--- src/hdl/fesg_pkg.sv ---
// Shared field widths, codes and the result record for the file extent segment generator.
package fesg_pkg;

  localparam int KIND_W     = 2;
  localparam int INO_FLD_W  = 6;
  localparam int SLOT_W     = 10;
  localparam int VAL_W      = 23;
  localparam int LEN_W      = 18;
  localparam int STAT_W     = 3;
  localparam int BN_W       = 16;
  localparam int SB_W       = 12;
  localparam int BC_W       = 13;
  localparam int TOT_W      = 18;
  localparam int ICNT_W     = 7;
  localparam int CFG_IDX_W  = 1;
  localparam int CFG_DATA_W = 16;

  localparam logic [LEN_W-1:0] LEN_LIMIT   = 18'd258048;
  localparam logic [BN_W-1:0]  BN_MAX      = 16'hFFFF;
  localparam int               MAX_RESULTS = 64;
  localparam int               RES_CNT_W   = 6;

  typedef enum logic [KIND_W-1:0] {
    KIND_LOAD_LEN = 2'd0,
    KIND_LOAD_BLK = 2'd1,
    KIND_READ     = 2'd2
  } kind_t;

  typedef enum logic [STAT_W-1:0] {
    ST_SEGMENT   = 3'd0,
    ST_BAD_INODE = 3'd1,
    ST_NOTHING   = 3'd2,
    ST_BAD_BLOCK = 3'd3,
    ST_LOAD_ACK  = 3'd4
  } status_t;

  typedef enum logic [CFG_IDX_W-1:0] {
    CFG_INODE_COUNT      = 1'b0,
    CFG_DATA_BLOCK_COUNT = 1'b1
  } cfg_idx_t;

  typedef struct packed {
    status_t           status;
    logic [BN_W-1:0]   block_number;
    logic [SB_W-1:0]   start_byte;
    logic [BC_W-1:0]   byte_count;
    logic [TOT_W-1:0]  bytes_so_far;
    logic              last;
  } out_item_t;

endpackage

--- src/hdl/fesg_len_mem.sv ---
// Per-inode file length memory with per-entry valid bits; unwritten entries read as zero.
module fesg_len_mem #(
  parameter int INODES = 64,
  localparam int INO_W = (INODES > 1) ? $clog2(INODES) : 1
) (
  input  logic                         clk,
  input  logic                         rst_n,
  input  logic                         rd_en,
  input  logic [INO_W-1:0]             rd_addr,
  input  logic                         we,
  input  logic [INO_W-1:0]             wr_addr,
  input  logic [fesg_pkg::VAL_W-1:0]   wdata,
  output logic [fesg_pkg::VAL_W-1:0]   rd_data
);
  import fesg_pkg::*;

  logic [VAL_W-1:0] mem_r [INODES];
  logic [INODES-1:0] vld_r;
  logic [VAL_W-1:0] rd_data_r;
  logic             rd_vld_r;

  always_ff @(posedge clk) begin
    if (we) begin
      mem_r[wr_addr] <= wdata;
    end
    if (rd_en) begin
      rd_data_r <= mem_r[rd_addr];
    end
  end

  always_ff @(posedge clk) begin
    if (!rst_n) begin
      vld_r    <= '0;
      rd_vld_r <= 1'b0;
    end else begin
      if (we) begin
        vld_r[wr_addr] <= 1'b1;
      end
      if (rd_en) begin
        rd_vld_r <= vld_r[rd_addr];
      end
    end
  end

  assign rd_data = rd_vld_r ? rd_data_r : '0;

endmodule

--- config.mk ---
export PLATFORM = sky130hd
export DESIGN_NAME = fesg_len_mem
export DESIGN_NICKNAME = d
export VERILOG_FILES = /design/src/hdl/fesg_pkg.sv /design/src/hdl/fesg_len_mem.sv
export SDC_FILE = /design/constraint.sdc
export NUM_CORES = 1
export LEC_CHECK = 0
export BUFFER_PORTS_ARGS = -buffer_cell sky130_fd_sc_hd__buf_2
export CAP_MARGIN = 25
export CORE_ASPECT_RATIO = 2
export CORE_MARGIN = 2
export CORE_UTILIZATION = 45
export CTS_CLUSTER_SIZE = 14
export DETAILED_ROUTE_END_ITERATION = 6
export PLACE_DENSITY = 0.63
export SLEW_MARGIN = 20
export SYNTH_ARGS = -nofsm -noshare
export SYNTH_HDL_FRONTEND = slang
export SYNTH_SLANG_ARGS = --single-unit
--- constraint.sdc ---
create_clock -name clk -period 6 [get_ports clk]
set_input_delay 0.9 -clock clk [delete_from_list [all_inputs] [get_ports clk]]
set_output_delay 0.9 -clock clk [all_outputs]
set_load 0.02 [all_outputs]
-- Yosys cells after proc, flatten, opt, wreduce, memory -nomap -nowiden
Memories as Yosys holds them, arrays and structs flattened. A register that Yosys moved wholly into a read port is not among the register bits.
Index checks and enable logic that the tools add are counted.
- input bits: 39
- word-level logic and storage cells: 15
- output and inout port bits: 23
- register bits: 65
- RAM bits: 1472
- memories kept: 1
- bitwise logic cells: 1
- mux-type cells: 7
- order comparisons: 3
- reductions and logical operators: 1
- memories (name ; depth ; bits a word ; read ports ; clocked after Yosys merged registers in ; wr ports ; line ; text):
    mem_r ; 64 ; 23 ; 1 ; 1 ; 1 ; fesg_len_mem.sv:17 ; logic [VAL_W-1:0] mem_r [INODES];
- operators by type and width (cell ; count):
    $or A64 B64 Y64 ; 1
    $mux W23 ; 1
    $lt A6 B7 Y1 const B ; 2
    $bmux W1 S6 ; 1
    $demux W1 S6 ; 1
    $ge A6 B1 Y1 const B ; 1
    $mux W1 ; 4
    $logic_and A1 B1 Y1 ; 1

-- Logic depth before layout (Yosys ltp)
Gate-level depths: netlist (run 1).
- depth after elaboration: 5
- gate-level depth with buffers: 9
- depth with buffers taken out: 5

-- Worst setup path after synthesis (run 1)
No wires, ideal clock.
- path kind: input port to flip-flop
- start point: input we
- end point: memory mem_r[40][0] (enable)
- required time: 5.566 ns
- setup time: 0.434 ns
- slack: 2.536 ns
- buffers on the path: 0
- stages: 3
- arrival: 3.030 ns
- path through: nor2b_1 -> nand3_1 -> nor3_1
- longest elaborated chain between the ends: 2
- ends and longest elaborated chain (element ; line ; text):
    start, declared ; fesg_len_mem.sv:10 ; input logic we,
    $mux W1 ; fesg_len_mem.sv:23 ; if (we) begin
    $mux W1 (not written as such) ; fesg_len_mem.sv:24 ; mem_r[wr_addr] <= wdata;
    end, declared ; fesg_len_mem.sv:17 ;
No other way between the ends.

==> flow_summary.json, run 1 <==
{
  "finalHoldViolCount": 0,
  "n_fill_cell": 9923,
  "path_buf_inv": 2,
  "drive_gt1_frac": 0.335,
  "worstMarginPinSlew_ns": 1.16,
  "synth_top_area_cell": "edfxtp_1",
  "grt_pass1_wl_mm": 213,
  "endpoint": "rd_data_r[12]",
  "power_frac_clock": 0.378,
  "setup_viol": 0,
  "crit_path_start": "rd_addr[0]",
  "wl_mm": 150,
  "drv_slew": 0,
  "syn_inst": 2442,
  "critical_path_depth": 5,
  "cts_tree": "done",
  "via_per_inst": 6.09,
  "cts_root_buf": "clkbuf_16",
  "clock.fmax_ghz": 0.299,
  "cts_made_buffers": 133,
  "nets": 2664,
  "critPathSlowestCell": "buf_4",
  "synthAdderAreaFrac": 0,
  "multi_input_area_mm2": 0.0130,
  "synth_xor_area_frac": 0,
  "top_usage_layer": "met2",
  "ioPinCount": 62,
  "reg2reg_to": "rd_data_r[11]",
  "relSlewSlack": 0.227,
  "die_area_mm2": 0.135,
  "fin_ws_ns": 2.65,
  "power.leakage_uw": 0.0206,
  "cts_buffer_depth": 3,
  "use_met1": 0.270,
  "r2r_setup_slack_ns": 3.70,
  "grt_overflow": 0,
  "critPathMaxFanout": 62,
  "end_kind": "flop",
  "seq_area_mm2": 0.0462,
  "synth_area_leaders": "edfxtp_1, mux4_2, dfxtp_1, o21a_1, clkbuf_1",
  "ant_nets": 0,
  "status": "finished clean",
  "rows": 188,
  "synth_compound_gate_area_share": 0.0108,
  "fin_crit_ns": 3.35,
  "die_w_um": 261,
  "netlist_area_mm2": 0.0594,
  "muxShareOfSynthArea": 0.189,
  "synthDistinctLibCells": 32,
  "synth.avg_cell_area_um2": 24.3,
  "clkLatencyLatePin_ns": 0.75,
  "pre_cts_slack_ns": 1.83,
  "route.detailed.drc": 0,
  "cts_resized": 0,
  "ir_drop_mv": 0.203,
  "p_sw_uw": 4390,
  "hold_class": "reg -> reg",
  "r2r_cells": 4,
  "fin_skew_ns": 0.0221,
  "port_buffers": 61,
  "comb_power_share": 0.050,
  "initial_core_util": 0.453,
  "antenna_found_initial": 13,
  "cpPeakStageDelay_ns": 0.62,
  "syn2layout_area_growth_pct": 12.7,
  "cts_setup_buffers": 0,
  "seqPwrFrac": 0.572,
  "htree_levels": 4,
  "first_iter_violations": 2820,
  "vias": 26800,
  "ys_ff_latch": 1560,
  "dp_hpwl_mm": 89.7,
  "wl_per_cell_um": 34.1,
  "swShare": 0.208,
  "die_y_um": 518,
  "synth_nets": 2481,
  "startpoint_type": "input port",
  "grt.met2_usage": 0.414,
  "cp.required_ns": 6.48,
  "worstPathCellList": "buf_8 > buf_4 > mux4_2 > mux4_2 > mux4_2",
  "dr.pass1.iters": 5,
  "synth_top_area_frac": 0.756,
  "gr-usage-met3": 0.0327,
  "finalCritPeriodShare": 0.558,
  "core-area_mm2": 0.131,
  "yosysWarningCount": 0,
  "gp_congestion": 0.804,
  "cp_common_cell": "mux4_2",
  "clock_sinks": 1560,
  "pwr_density_cell_mw_per_mm2": 315,
  "synth_top_family_by_area": "multiplexers",
  "r2r-start": "mem_r[10][11]",
  "drv_cap": 0,
  "hold_buffers": 0,
  "grt_start_max_net_pins": 104,
  "setup_tns_ns": 0,
  "rsz0062_at_grt": "false",
  "grt_pass1_vias": 28700,
  "path_class": "in -> reg",
  "ys_seq_area_frac": 0.778,
  "cp.arrival_ns": 3.82,
  "track_usage": 0.228,
  "synth-simple-area-share": 0.0115,
  "worstHoldStart": "vld_r[44]",
  "power.internal_uw": 16700,
  "critPathTopFamily": "multiplexers",
  "cts.clk_slew.worst_paths_ns": 0.06
}
## layer usage
metal / vias up / share of wire
li1: 10800 / -
met1: 14700 / 0.35
met2: 1021 / 0.56
met3: 306 / 0.056
met4: 10 / 0.038
met5: - / 0.00036
## synthesized netlist by cell type, drive strengths merged
cell type / number
edfxtp: 1495
mux4: 482
buf: 68
dfxtp: 65
clkbuf: 64
nor2: 64
o21a: 64
and2: 24
nand2: 19
mux2: 17
mux2i: 17
o21ai: 16
nand3: 9
nor2b: 7
nand2b: 5
nor3: 5
nand4: 4
nand3b: 3
a22o: 2
a22oi: 2
o22ai: 2
or3: 2
a21boi: 1
a41o: 1
and3b: 1
o2111a: 1
o2111ai: 1
or4: 1
## metrics by stage
stage / power, µW / instances / util / hold slack (ns) / cell area, µm²
after detailed placement: 13300 / 4188 / 0.480 / 0.450 / 62800
after floorplan: 12900 / 2442 / - / 0.435 / 59400
after CTS: 21200 / 4390 / 0.509 / 0.465 / 66600
final: 21100 / 4409 / 0.511 / 0.465 / 66900
after global routing: 21600 / 4404 / 0.511 / 0.482 / 66900
after global placement: 13300 / 4176 / 0.477 / 0.441 / 62500
## worst min path at each step
| stage | depth (start not counted) | slack [ns] | end |
|---|---|---|---|
| after floorplan | 1 | 0.44 | vld_r[37] |
| after global placement | 1 | 0.44 | vld_r[4] |
| after detailed placement | 1 | 0.45 | vld_r[49] |
| after CTS | 1 | 0.47 | vld_r[30] |
| after global routing | 1 | 0.48 | vld_r[63] |
| final | 1 | 0.47 | vld_r[44] |
## sequential cells by signal (all words and copies together), names as in the netlist
name,count
mem_r,1472
rd_data_r,23
rd_vld_r,1
vld_r,64
## layout by cell type, fill, tap and decap left out, types with 4 or more instances in the layout
cell type     n
clkbuf_8      5
clkbuf_1     37
buf_12       24
mux2_2       17
clkbuf_16   136
diode_2       7
nor2b_1       7
buf_4        92
o21a_1       64
mux4_2      482
clkinv_1      6
clkinv_2      6
buf_2        50
nand4_1       4
inv_6        11
o21ai_1      13
and2_1       24
nand2_1      19
nand3_1       9
edfxtp_1   1495
buf_16       11
dfxtp_1      65
nor2_1        4
nand2b_1      5
nor2_4       59
mux2i_1      17
nor3_2        4
## kinds of logic (layout without fill, tap and decap cells)
family,Yosys count,in the layout
flops,1560,1560
buf+inv,132,382
compound gates,90,90
simple gates,144,144
other cells,0,7
mux,516,516
## final cells by class
| type | instances | area share |
|---|---|---|
| tap | 1710 | 0.0320 |
| clock inverter | 25 | 0.00292 |
| sequential | 1560 | 0.690 |
| antenna | 7 | 0.000262 |
| clock buffer | 177 | 0.0538 |
| timing repair buffer | 180 | 0.0264 |
| multi-input combinational | 750 | 0.194 |
## power by group through the flow
stage | Sequential (µW) | Combinational, µW | Clock (µW)
3_3_place_gp | 12300 | 1000 | 0
5_1_grt | 12100 | 1110 | 8460
2_1_floorplan | 12300 | 618 | 0
6_report | 12100 | 1040 | 7970
3_5_place_dp | 12300 | 1030 | 0
4_1_cts | 12100 | 1040 | 8100
Note: power is estimated with default switching activity, not from simulation.
==> inputs of run 2 (changes only) <==
PLACE_DENSITY = 0.65   (was 0.63)
clock period = 2.8 ns   (was 6 ns; I/O delays follow)
==> flow_summary.json, run 2 (synthesized netlist as in run 1, its figures left out) <==
{
  "critical_path_depth": 2,
  "via_per_inst": 6.12,
  "initial_core_util": 0.453,
  "reg2reg_to": "rd_data_r[16]",
  "most-common-layout-cells": "edfxtp_1, mux4_2, clkbuf_16, buf_4, buf_12",
  "startpoint_type": "flop",
  "worstMarginPinSlew_ns": 1.04,
  "first_iter_violations": 2391,
  "cts.clk_slew.worst_paths_ns": 0.06,
  "n_fill_cell": 9727,
  "setup_viol": 0,
  "core-area_mm2": 0.131,
  "gp_congestion": 0.812,
  "nets": 2748,
  "dr.pass1.iters": 5,
  "place_inst": 4269,
  "path_buf_inv": 1,
  "end_kind": "output port",
  "cts_tree": "done",
  "pwr_density_cell_mw_per_mm2": 666,
  "cp.required_ns": 2.38,
  "finalInstanceArea_mm2": 0.0682,
  "fin_crit_ns": 2.44,
  "drive_gt1_frac": 0.352,
  "placed_area_mm2": 0.0641,
  "instances_no_fill": 4483,
  "track_usage": 0.228,
  "endpoint": "rd_data[2]",
  "rows": 188,
  "grt_pass1_wl_mm": 214,
  "drv_slew": 0,
  "r2r_cells": 5,
  "vias": 27400,
  "critPathSlowestCell": "dfxtp_1",
  "top_register": "mem_r",
  "hold_buffers": 0,
  "cts_setup_buffers": 0,
  "r2r_setup_slack_ns": 0.57,
  "clock.fmax_ghz": 0.411,
  "die_w_um": 261,
  "cp.arrival_ns": 2.02,
  "finalCritPeriodShare": 0.870,
  "dp_hpwl_mm": 90.8,
  "drv_cap": 0,
  "finalHoldViolCount": 0,
  "cpPeakStageDelay_ns": 0.79,
  "mostFrequentLayoutCell": "edfxtp_1",
  "power.leakage_uw": 0.0212,
  "cts_resized": 0,
  "relSlewSlack": 0.305,
  "critPathMaxFanout": 24,
  "critPathTopFamily": "flip-flops",
  "status": "finished clean",
  "crit_path_start": "rd_vld_r",
  "fin_skew_ns": 0.0167,
  "ant_nets": 0,
  "reg_top3": "mem_r x1472, vld_r x64, rd_data_r x23",
  "port_buffers": 61,
  "syn2layout_area_growth_pct": 15.0,
  "cts_made_buffers": 133,
  "worstPathCellList": "and2_1 > buf_2",
  "hold_slack_ns": 0.0552,
  "htree_levels": 4,
  "clock_sinks": 1560,
  "r2r-start": "mem_r[43][16]",
  "wl_mm": 151,
  "clkLatencyLatePin_ns": 0.75,
  "ir_drop_mv": 0.642,
  "grt_overflow": 0,
  "die_y_um": 518,
  "ioPinCount": 62,
  "largest_reg_flops": 1472,
  "antenna_found_initial": 13,
  "hold_class": "in -> reg",
  "rsz0062_at_grt": "false",
  "cts_buffer_depth": 3,
  "grt_start_max_net_pins": 65,
  "wl_per_cell_um": 33.6,
  "die_area_mm2": 0.135,
  "path_class": "reg -> out",
  "route.detailed.drc": 0,
  "fin_util": 0.521,
  "cts_root_buf": "clkbuf_16",
  "grt_pass1_vias": 29100
}
==> run 2: power by group <==
group | internal [µW] | leakage [µW] | switching [µW]
Clock | 9370 | 0.00186 | 7850
Sequential | 25700 | 0.0140 | 106
Combinational | 1080 | 0.00537 | 1310
Total | 36200 | 0.0212 | 9260
==> run 2: layout make-up <==
| class | instances | area [µm²] | area share |
|---|---|---|---|
| Tap cell | 1710 | 2140 | 0.0314 |
| Clock inverter | 13 | 114 | 0.00167 |
| Antenna cell | 7 | 17.5 | 0.000257 |
| Clock buffer | 179 | 3710 | 0.0544 |
| Sequential cell | 1560 | 46200 | 0.677 |
| Multi-Input combinational cell | 750 | 12900 | 0.189 |
| Timing Repair Buffer | 264 | 3140 | 0.0460 |
==> run 2: through the flow <==
step | setup TNS (ns) | worst slack [ns] | power [µW]
after floorplan | 0 | 0.143 | 27600
after global placement | -3.81 | -0.233 | 28600
after detailed placement | -3.77 | -0.237 | 28700
after CTS | 0 | 0.322 | 45700
after global routing | 0 | 0.280 | 46600
final | 0 | 0.365 | 45400
==> run 2: worst min-delay path by stage <==
| stage | from | to | slack, ns | depth (start not counted) |
|---|---|---|---|---|
| 2_1_floorplan | vld_r[37] | vld_r[37] | 0.44 | 1 |
| 3_3_place_gp | vld_r[56] | vld_r[56] | 0.44 | 1 |
| 3_5_place_dp | vld_r[33] | vld_r[33] | 0.45 | 1 |
| 4_1_cts | wdata[16] | mem_r[63][16] | 0.16 | 1 |
| 5_1_grt | wdata[6] | mem_r[49][6] | 0.05 | 1 |
| 6_report | wdata[6] | mem_r[60][6] | 0.06 | 1 |
==> run 2: worst register-to-register path, cell delays in order (launching register included) <==
cell and delay (ns):
edfxtp_1 0.38, mux4_2 0.50, mux4_2 0.49, mux2_2 0.28, nand2_1 0.21, o21ai_1 0.11
==> run 2: metal layers <==
metal / up-vias / routed length (µm) / track usage
met5: - / 69 / 0
met3: 309 / 8880 / 0.0326
met4: 10 / 6420 / 0.0934
met1: 15000 / 50800 / 0.263
li1: 11000 / - / -
met2: 1128 / 84600 / 0.422
