<file path="config.mk">
export PLATFORM = sky130hd
export DESIGN_NAME = fesg_ctrl
export DESIGN_NICKNAME = d
export VERILOG_FILES = /design/src/hdl/fesg_pkg.sv /design/src/hdl/fesg_ctrl.sv
export SDC_FILE = /design/constraint.sdc
export NUM_CORES = 1
export LEC_CHECK = 0
export ABC_AREA = 1
export BUFFER_PORTS_ARGS = -buffer_cell sky130_fd_sc_hd__buf_4
export CORE_MARGIN = 2
export CORE_UTILIZATION = 30
export CTS_CLUSTER_DIAMETER = 120
export CTS_CLUSTER_SIZE = 24
export DETAILED_ROUTE_END_ITERATION = 16
export PLACE_DENSITY_LB_ADDON = 0.15
export REMOVE_ABC_BUFFERS = 1
export SLEW_MARGIN = 20
export SYNTH_ARGS = -nofsm -noshare
export SYNTH_HDL_FRONTEND = slang
export SYNTH_SLANG_ARGS = --single-unit
</file>
<file path="constraint.sdc">
create_clock -name clk -period 5.6 [get_ports clk]
set_input_delay 0.28 -clock clk [delete_from_list [all_inputs] [get_ports clk]]
set_output_delay 0.28 -clock clk [all_outputs]
set_load 0.01 [all_outputs]
</file>
<file path="src/hdl/fesg_pkg.sv">
// Shared field widths, codes and the result record for the file extent segment generator.
package fesg_pkg;

  localparam int KIND_W     = 2;
  localparam int INO_FLD_W  = 6;
  localparam int SLOT_W     = 10;
  localparam int VAL_W      = 23;
  localparam int LEN_W      = 18;
  localparam int STAT_W     = 3;
  localparam int BN_W       = 16;
  localparam int SB_W       = 12;
  localparam int BC_W       = 13;
  localparam int TOT_W      = 18;
  localparam int ICNT_W     = 7;
  localparam int CFG_IDX_W  = 1;
  localparam int CFG_DATA_W = 16;

  localparam logic [LEN_W-1:0] LEN_LIMIT   = 18'd258048;
  localparam logic [BN_W-1:0]  BN_MAX      = 16'hFFFF;
  localparam int               MAX_RESULTS = 64;
  localparam int               RES_CNT_W   = 6;

  typedef enum logic [KIND_W-1:0] {
    KIND_LOAD_LEN = 2'd0,
    KIND_LOAD_BLK = 2'd1,
    KIND_READ     = 2'd2
  } kind_t;

  typedef enum logic [STAT_W-1:0] {
    ST_SEGMENT   = 3'd0,
    ST_BAD_INODE = 3'd1,
    ST_NOTHING   = 3'd2,
    ST_BAD_BLOCK = 3'd3,
    ST_LOAD_ACK  = 3'd4
  } status_t;

  typedef enum logic [CFG_IDX_W-1:0] {
    CFG_INODE_COUNT      = 1'b0,
    CFG_DATA_BLOCK_COUNT = 1'b1
  } cfg_idx_t;

  typedef struct packed {
    status_t           status;
    logic [BN_W-1:0]   block_number;
    logic [SB_W-1:0]   start_byte;
    logic [BC_W-1:0]   byte_count;
    logic [TOT_W-1:0]  bytes_so_far;
    logic              last;
  } out_item_t;

endpackage

</file>
<file path="src/hdl/fesg_ctrl.sv">
// Sequencer: item decode, request clipping, per-block segment loop and result register.
module fesg_ctrl #(
  parameter int BLOCK_BYTES      = 4096,
  parameter int INODES           = 64,
  parameter int BLOCKS_PER_INODE = 1024,
  localparam int INO_W    = (INODES > 1) ? $clog2(INODES) : 1,
  localparam int BT_DEPTH = INODES * BLOCKS_PER_INODE,
  localparam int AW       = (BT_DEPTH > 1) ? $clog2(BT_DEPTH) : 1
) (
  input  logic                             clk,
  input  logic                             rst_n,
  input  logic                             in_valid,
  output logic                             in_ready,
  input  logic [fesg_pkg::KIND_W-1:0]      in_kind,
  input  logic [fesg_pkg::INO_FLD_W-1:0]   in_inode_index,
  input  logic [fesg_pkg::SLOT_W-1:0]      in_block_slot,
  input  logic [fesg_pkg::VAL_W-1:0]       in_load_value,
  input  logic [fesg_pkg::VAL_W-1:0]       in_byte_offset,
  input  logic [fesg_pkg::LEN_W-1:0]       in_byte_length,
  input  logic                             cfg_write_en,
  input  logic [fesg_pkg::CFG_IDX_W-1:0]   cfg_index,
  input  logic [fesg_pkg::CFG_DATA_W-1:0]  cfg_wdata,
  output logic                             len_rd_en,
  output logic [INO_W-1:0]                 len_rd_addr,
  output logic                             len_we,
  output logic [INO_W-1:0]                 len_wr_addr,
  output logic [fesg_pkg::VAL_W-1:0]       len_wdata,
  input  logic [fesg_pkg::VAL_W-1:0]       len_rd_data,
  output logic                             blk_rd_en,
  output logic [AW-1:0]                    blk_rd_addr,
  output logic                             blk_we,
  output logic [AW-1:0]                    blk_wr_addr,
  output logic [fesg_pkg::BN_W-1:0]        blk_wdata,
  input  logic [fesg_pkg::BN_W-1:0]        blk_rd_data,
  output logic                             out_valid,
  input  logic                             out_ready,
  output fesg_pkg::out_item_t              out_item
);
  import fesg_pkg::*;

  localparam int BB_W     = $clog2(BLOCK_BYTES);
  localparam int BI_W     = VAL_W - BB_W;
  localparam int FILE_MAX = BLOCKS_PER_INODE * BLOCK_BYTES;

  typedef enum logic [4:0] {
    S_IDLE = 5'b00001,
    S_DISP = 5'b00010,
    S_CHK  = 5'b00100,
    S_RD   = 5'b01000,
    S_SEG  = 5'b10000
  } state_t;

  state_t                state_r, state_nxt;
  logic [KIND_W-1:0]     kind_r;
  logic [INO_FLD_W-1:0]  ino_r;
  logic [SLOT_W-1:0]     slot_r;
  logic [VAL_W-1:0]      val_r;
  logic [VAL_W-1:0]      off_r;
  logic [LEN_W-1:0]      len_r;
  logic [AW-1:0]         base_r;
  logic [VAL_W-1:0]      end_r, end_nxt;
  logic                  bad_r, bad_nxt;
  logic                  none_r, none_nxt;
  logic [BI_W-1:0]       blk_i_r, blk_i_nxt;
  logic [BI_W-1:0]       last_i_r, last_i_nxt;
  logic [BB_W:0]         stop_last_r, stop_last_nxt;
  logic                  first_r, first_nxt;
  logic [TOT_W-1:0]      total_r, total_nxt;
  logic [RES_CNT_W-1:0]  n_r, n_nxt;
  logic [ICNT_W-1:0]     icnt_r;
  logic [BN_W-1:0]       dbc_r;
  logic                  out_valid_r;
  out_item_t             out_item_r;

  logic                  accept;
  logic                  out_free;
  logic                  push;
  out_item_t             item_nxt;
  logic [VAL_W:0]        sum;
  logic [VAL_W-1:0]      end_m1;
  logic [BB_W-1:0]       sb;
  logic [BB_W:0]         stop;
  logic [BB_W:0]         cnt;
  logic [TOT_W-1:0]      tot;
  logic                  is_last;
  logic                  fin;

  assign in_ready = (state_r == S_IDLE);
  assign accept   = in_valid && in_ready;
  assign out_free = !out_valid_r || out_ready;

  assign len_rd_en   = accept;
  assign len_rd_addr = INO_W'(in_inode_index);
  assign len_wr_addr = INO_W'(ino_r);
  assign len_wdata   = (int'(val_r) > FILE_MAX) ? VAL_W'(FILE_MAX) : val_r;
  assign blk_wr_addr = base_r + AW'(slot_r);
  assign blk_wdata   = (val_r > VAL_W'(BN_MAX)) ? BN_MAX : val_r[BN_W-1:0];
  assign blk_rd_addr = base_r + AW'(blk_i_r);

  assign sum     = {1'b0, off_r} + (VAL_W + 1)'(len_r);
  assign end_m1  = end_r - VAL_W'(1);
  assign sb      = first_r ? off_r[BB_W-1:0] : '0;
  assign is_last = (blk_i_r == last_i_r);
  assign stop    = is_last ? stop_last_r : (BB_W + 1)'(BLOCK_BYTES);
  assign cnt     = stop - {1'b0, sb};
  assign tot     = total_r + TOT_W'(cnt);
  assign fin     = is_last || (n_r == RES_CNT_W'(MAX_RESULTS - 1));

  always_comb begin
    state_nxt     = state_r;
    push          = 1'b0;
    item_nxt      = '0;
    len_we        = 1'b0;
    blk_we        = 1'b0;
    blk_rd_en     = 1'b0;
    end_nxt       = end_r;
    bad_nxt       = bad_r;
    none_nxt      = none_r;
    blk_i_nxt     = blk_i_r;
    last_i_nxt    = last_i_r;
    stop_last_nxt = stop_last_r;
    first_nxt     = first_r;
    total_nxt     = total_r;
    n_nxt         = n_r;
    item_nxt.last = 1'b1;
    case (state_r)
      S_IDLE: begin
        if (accept) begin
          state_nxt = S_DISP;
        end
      end
      S_DISP: begin
        case (kind_t'(kind_r))
          KIND_LOAD_LEN: begin
            item_nxt.status = ST_LOAD_ACK;
            if (out_free) begin
              push      = 1'b1;
              len_we    = (int'(ino_r) < INODES);
              state_nxt = S_IDLE;
            end
          end
          KIND_LOAD_BLK: begin
            item_nxt.status = ST_LOAD_ACK;
            if (out_free) begin
              push      = 1'b1;
              blk_we    = (int'(ino_r) < INODES) && (int'(slot_r) < BLOCKS_PER_INODE);
              state_nxt = S_IDLE;
            end
          end
          KIND_READ: begin
            bad_nxt   = ({1'b0, ino_r} >= icnt_r) || (int'(ino_r) >= INODES);
            none_nxt  = (off_r >= len_rd_data) || (len_r == '0);
            end_nxt   = (sum > {1'b0, len_rd_data}) ? len_rd_data : sum[VAL_W-1:0];
            state_nxt = S_CHK;
          end
          default: begin
            state_nxt = S_IDLE;
          end
        endcase
      end
      S_CHK: begin
        if (bad_r || none_r) begin
          item_nxt.status = bad_r ? ST_BAD_INODE : ST_NOTHING;
          if (out_free) begin
            push      = 1'b1;
            state_nxt = S_IDLE;
          end
        end else begin
          blk_i_nxt     = off_r[VAL_W-1:BB_W];
          last_i_nxt    = end_m1[VAL_W-1:BB_W];
          stop_last_nxt = {1'b0, end_m1[BB_W-1:0]} + (BB_W + 1)'(1);
          first_nxt     = 1'b1;
          total_nxt     = '0;
          n_nxt         = '0;
          state_nxt     = S_RD;
        end
      end
      S_RD: begin
        if (int'(blk_i_r) >= BLOCKS_PER_INODE) begin
          item_nxt.status       = ST_BAD_BLOCK;
          item_nxt.bytes_so_far = total_r;
          if (out_free) begin
            push      = 1'b1;
            state_nxt = S_IDLE;
          end
        end else begin
          blk_rd_en = 1'b1;
          state_nxt = S_SEG;
        end
      end
      S_SEG: begin
        item_nxt.block_number = blk_rd_data;
        if (blk_rd_data >= dbc_r) begin
          item_nxt.status       = ST_BAD_BLOCK;
          item_nxt.bytes_so_far = total_r;
          if (out_free) begin
            push      = 1'b1;
            state_nxt = S_IDLE;
          end
        end else begin
          item_nxt.status       = ST_SEGMENT;
          item_nxt.start_byte   = SB_W'(sb);
          item_nxt.byte_count   = BC_W'(cnt);
          item_nxt.bytes_so_far = tot;
          item_nxt.last         = fin;
          if (out_free) begin
            push      = 1'b1;
            total_nxt = tot;
            if (fin) begin
              state_nxt = S_IDLE;
            end else begin
              blk_i_nxt = blk_i_r + BI_W'(1);
              n_nxt     = n_r + RES_CNT_W'(1);
              first_nxt = 1'b0;
              state_nxt = S_RD;
            end
          end
        end
      end
      default: begin
        state_nxt = S_IDLE;
      end
    endcase
  end

  always_ff @(posedge clk) begin
    if (!rst_n) begin
      state_r     <= S_IDLE;
      out_valid_r <= 1'b0;
      icnt_r      <= '0;
      dbc_r       <= '0;
    end else begin
      state_r <= state_nxt;
      if (push) begin
        out_valid_r <= 1'b1;
      end else if (out_ready) begin
        out_valid_r <= 1'b0;
      end
      if (cfg_write_en) begin
        case (cfg_idx_t'(cfg_index))
          CFG_INODE_COUNT:      icnt_r <= cfg_wdata[ICNT_W-1:0];
          CFG_DATA_BLOCK_COUNT: dbc_r  <= cfg_wdata[BN_W-1:0];
          default: ;
        endcase
      end
    end
  end

  always_ff @(posedge clk) begin
    if (accept) begin
      kind_r <= in_kind;
      ino_r  <= in_inode_index;
      slot_r <= in_block_slot;
      val_r  <= in_load_value;
      off_r  <= in_byte_offset;
      len_r  <= (in_byte_length > LEN_LIMIT) ? LEN_LIMIT : in_byte_length;
      base_r <= AW'(in_inode_index) * AW'(BLOCKS_PER_INODE);
    end
    if (push) begin
      out_item_r <= item_nxt;
    end
    end_r       <= end_nxt;
    bad_r       <= bad_nxt;
    none_r      <= none_nxt;
    blk_i_r     <= blk_i_nxt;
    last_i_r    <= last_i_nxt;
    stop_last_r <= stop_last_nxt;
    first_r     <= first_nxt;
    total_r     <= total_nxt;
    n_r         <= n_nxt;
  end

  assign out_valid = out_valid_r;
  assign out_item  = out_item_r;

endmodule

</file>
Yosys cells after proc, flatten, opt, wreduce, memory -nomap -nowiden
Index checks and enable logic that the tools add are counted.
{"block": "classes", "n_reduce_logical": 19, "bitwise_logic": 3, "add_sub_neg": 9, "eq_ne": 15, "order_cmp": 8, "muxes": 55}
{"operator": "$mux 18", "n": 5}
{"operator": "$pmux 18 s2", "n": 2}
{"operator": "$mux 23", "n": 2}
{"operator": "$mux 11", "n": 4}
{"operator": "$mux 5", "n": 6}
{"operator": "$pmux 5 s5", "n": 1}
{"operator": "$add 23x18->24", "n": 1}
{"operator": "$gt 24x23->1", "n": 1}
{"operator": "$mux 6", "n": 4}
{"operator": "$ge 23x23->1", "n": 1}
{"operator": "$gt 23x16->1 const B", "n": 1}
{"operator": "$gt 23x23->1 const B", "n": 1}
{"operator": "$sub 23x1->23 const B", "n": 1}
{"operator": "$pmux 11 s2", "n": 1}
{"operator": "$add 18x13->18", "n": 1}
{"operator": "$gt 18x18->1 const B", "n": 1}
{"operator": "$logic_not 18->1", "n": 1}
{"operator": "$add 16x10->16", "n": 1}
{"operator": "$add 16x11->16", "n": 1}
{"operator": "$ge 16x16->1", "n": 1}
{"operator": "$mux 1", "n": 16}
{"operator": "$mux 16", "n": 1}
{"operator": "$add 12x1->13 const B", "n": 1}
{"operator": "$mux 13", "n": 1}
{"operator": "other kinds (36)", "n": 53}
{"block": "word_totals", "input_bits": 143, "ff_bits": 259, "out_inout_bits": 152}

Depth between registers and ports, before layout
{"block": "depth", "depth_word": 7, "mapped_depth": 29}

Least setup slack after synthesis
Ideal clock, no wire load.
{"block": "synth_path", "kind": "register to register", "start": "register state_r[0]", "end": "register kind_r[0] (enable)", "arrival_time_ns": 4.563, "t_required_ns": 5.071, "setup_slack_ns": 0.508, "period_less_slack_ns": 5.092, "stages_incl_launch_ff": 5, "path_cell_list": "dfxtp_1 inv_1 nor4_2 inv_1 nor2_1"}
{"block": "synth_via", "elab_chain_cells": 2}
{"item": "start, declared", "line": "fesg_ctrl.sv:53", "text": "state_t state_r, state_nxt;"}
{"item": "start signal, assigned", "line": "fesg_ctrl.sv:233", "text": "state_r <= state_nxt;"}
{"item": "$eq 5x1->1", "line": "fesg_ctrl.sv:88", "text": "assign in_ready = (state_r == S_IDLE);"}
{"item": "named net in_ready", "line": "fesg_ctrl.sv:13", "text": "output logic in_ready,"}
{"item": "$logic_and 1x1->1", "line": "fesg_ctrl.sv:89", "text": "assign accept = in_valid && in_ready;"}
{"item": "named net len_rd_en", "line": "fesg_ctrl.sv:23", "text": "output logic len_rd_en,"}
{"item": "end signal, assigned", "line": "fesg_ctrl.sv:251", "text": "kind_r <= in_kind;"}
{"item": "end, declared", "line": "fesg_ctrl.sv:54", "text": "logic [KIND_W-1:0] kind_r;"}
The timed path passes the listed nets, and every way through them passes these cells.
A chain may end at the register's enable or synchronous reset.

==> reports/results.tsv <==
metric	value	unit
status	finished, final reports clean	
slew_violations	0	
die_x	231	um
core_area	51000	um2
yosysTopAreaCellShare	0.449	
n_antenna_cell	0	
routed_via_density	4.50	
fin_ws	1070	ps
synth_cell_types	54	
firstDrtPassIters	5	
grt_setup_unrepaired	no	
grt_overflow	0	
worstPathMaxFanout	13	
fin_total_pwr	4.74	mW
grt_pass1_wl	66800	um
drive_gt1_frac	0.173	
dp_hpwl	34500	um
final.setup.tns	0	ps
clockBufferDepth	3	
critPathCaptureType	flip-flop	
avgRoutedWirePerCell	15.7	um
ant_nets	0	
synth_area	15400	um2
yosys_warnings	0	
dp_slack	1060	ps
post-route-period-util	0.810	
worstPathRequired	5840	ps
nets	2317	
tritoncts	yes	
cp_top_family	simple AND/OR/NAND/NOR gates	
io_buffers	294	
crit_path_cell_trace	inv_1 > or2_2 > nand3_1 > nor3_1 > nand2_1 > inv_1 > nand2_1 > inv_1 > ha_1 > nand2_1 > o21ai_1 > nand2_1 > o211ai_1 > nand2_1 > o21ai_1 > xor2_1 > ha_1 > a21oi_1 > a21boi_0 > nand3_1 > nand2_1 > nand2_1 > xnor2_1 > o21ai_0	
tightest_slew	1040	ps
globalplace.congestion	0.870	
grt_pass1_vias	12300	
totalWireLength	43100	um
yosys-top-cells-area	edfxtp_1 (45%), ha_1 (9.8%), nand2_1 (8.2%)	
period_needed	4530	ps
ys_seq_area_frac	0.486	
cp_data_arrival_time	4780	ps
io_pins	295	
setup_viol	0	
path_clk_slew	100	ps
synth_flop_cell	edfxtp_1	
vias	12300	
cts_sinks	259	
relSlewSlack	0.304	
start_util	0.302	
placementRows	83	
final_cell_mix	nand2_1 (336), buf_4 (305), inv_1 (253)	
hold_path_class	primary input to flip-flop	
insertion_delay	510	ps
initialDrtViolationCount	593	
fmax	221	MHz
dpl_cell_area	18200	um2
avgSynthCellArea	8.98	um2
placedCellCount	2639	
cp-start-kind	flip-flop	
finalHoldViolCount	0	
dieArea	53100	um2
crit_buf_inv	3	
n_fill_cell	5212	
area.growth.synth_to_final	26.0	%
cts-buffers-inserted	15	
leakagePower	8.68	nW
cts_setup_buffers	0	
netlist_instances	1714	
cap_violations	0	
cts-htree-levels	1	
cp_slowest_cell	edfxtp_1	
stdcell_count	2738	
cts_root_buffer	clkbuf_16	
path_class	flip-flop to flip-flop	
critical-path-max-stage-delay	390	ps
final_common_cell	nand2_1	
synth-edff-count	230	
ir_worst_vdd	0.165	mV
die_y	231	um
finClkSkew	19.3	ps
async_flop_share	0	
grt_start_max_net_pins	65	
ys_seq_elements	259	
antenna_found_initial	2	
fin_area	19400	um2
drc	0	
groute.usage.overall	0.160	
cp_common_cell	nand2_1	
yosysTopAreaCell	edfxtp_1	
power.density	245	nW/um2
==> synth_stat cells, drive strengths merged, types with 5 or more instances <==
library cell	count
a21boi	6
nand4	25
dfxtp	29
nor2	210
a21oi	98
o21ai	77
buf	33
nor4	17
ha	121
nor3	23
nand3	84
edfxtp	230
o21bai	11
clkbuf	27
inv	257
xnor2	32
a21o	5
xor2	50
nand2	339
==> tightest hold or removal path: stages <==
cell and delay, ps:
buf_4 70, o21ai_0 70, a21oi_1 100
==> path summary, 6_finish.rpt <==
| path | from | end | slack [ps] | depth (start not counted) |
|---|---|---|---|---|
| worst min-delay path | cfg_wdata[12] | dbc_r[12] | 40 | 3 |
| worst max-delay path | blk_i_r[3] | out_item[15] | 1070 | 24 |
| worst min register to register | icnt_r[5] | icnt_r[5] | 460 | 2 |
| worst max register to register | blk_i_r[3] | out_item[15] | 1070 | 24 |
==> report_power, final <==
| part | internal, mW | switching [mW] | total [mW] | leakage [nW] |
|---|---|---|---|---|
| Clock | 0.515 | 0.669 | 1.18 | 0.211 |
| Combinational | 0.503 | 0.735 | 1.24 | 6.10 |
| Sequential | 2.24 | 0.0824 | 2.32 | 2.37 |
==> layout make-up <==
class / count / area (um2) / area share
sequential: 259 / 7490 / 0.386
tap: 680 / 851 / 0.0439
multi-input combinational: 1138 / 6630 / 0.342
clock inverter: 4 / 33.8 / 0.00174
timing repair buffer: 379 / 3030 / 0.156
clock buffer: 21 / 398 / 0.0205
inverter: 257 / 965 / 0.0497
==> what timing repair did <==
item / CTS / global route
hold buffers: 74 / 0
resized for setup: 0 / 0
hold endpoints to repair: 73 / 0
==> logic make-up (layout without fill, tap and decap cells) <==
kind of cell / Yosys count / after routing / share of synthesized area
AO/OA/AOI/OAI: 222 / 222 / 0.0831
buffers and inverters: 317 / 661 / 0.0853
XOR/XNOR: 82 / 82 / 0.0472
AND/OR/NAND/NOR: 710 / 710 / 0.196
adder cells (fa/ha/maj): 124 / 124 / 0.102
flip-flops: 259 / 259 / 0.486
==> layer usage <==
metal,part of all wire,global-route usage,vias to the layer above
met4,0.021,0.0359,4
met1,0.46,0.212,5691
li1,-,-,6338
met2,0.48,0.276,228
met3,0.039,0.0211,47
met5,0.00070,0,-
==> registers in the layout, summed over array words and instances, names as in the netlist <==
register,cells
total_r,18
slot_r,10
out_item,63
len_r,18
state_r,5
n_r,6
stop_last_r,13
bad_r,1
len_wr_addr,6
last_i_r,11
blk_i_r,11
kind_r,2
out_valid,1
dbc_r,16
val_r,23
icnt_r,7
none_r,1
off_r,23
end_r,23
first_r,1
==> metrics by stage <==
stage,utilization,hold WS (ps)
after global placement,0.357,444
after CTS,0.380,9.51
after detailed placement,0.357,452
after floorplan,-,378
after global routing,0.380,23.9
final,0.380,41.0
Power figures use the tool's default switching activity.
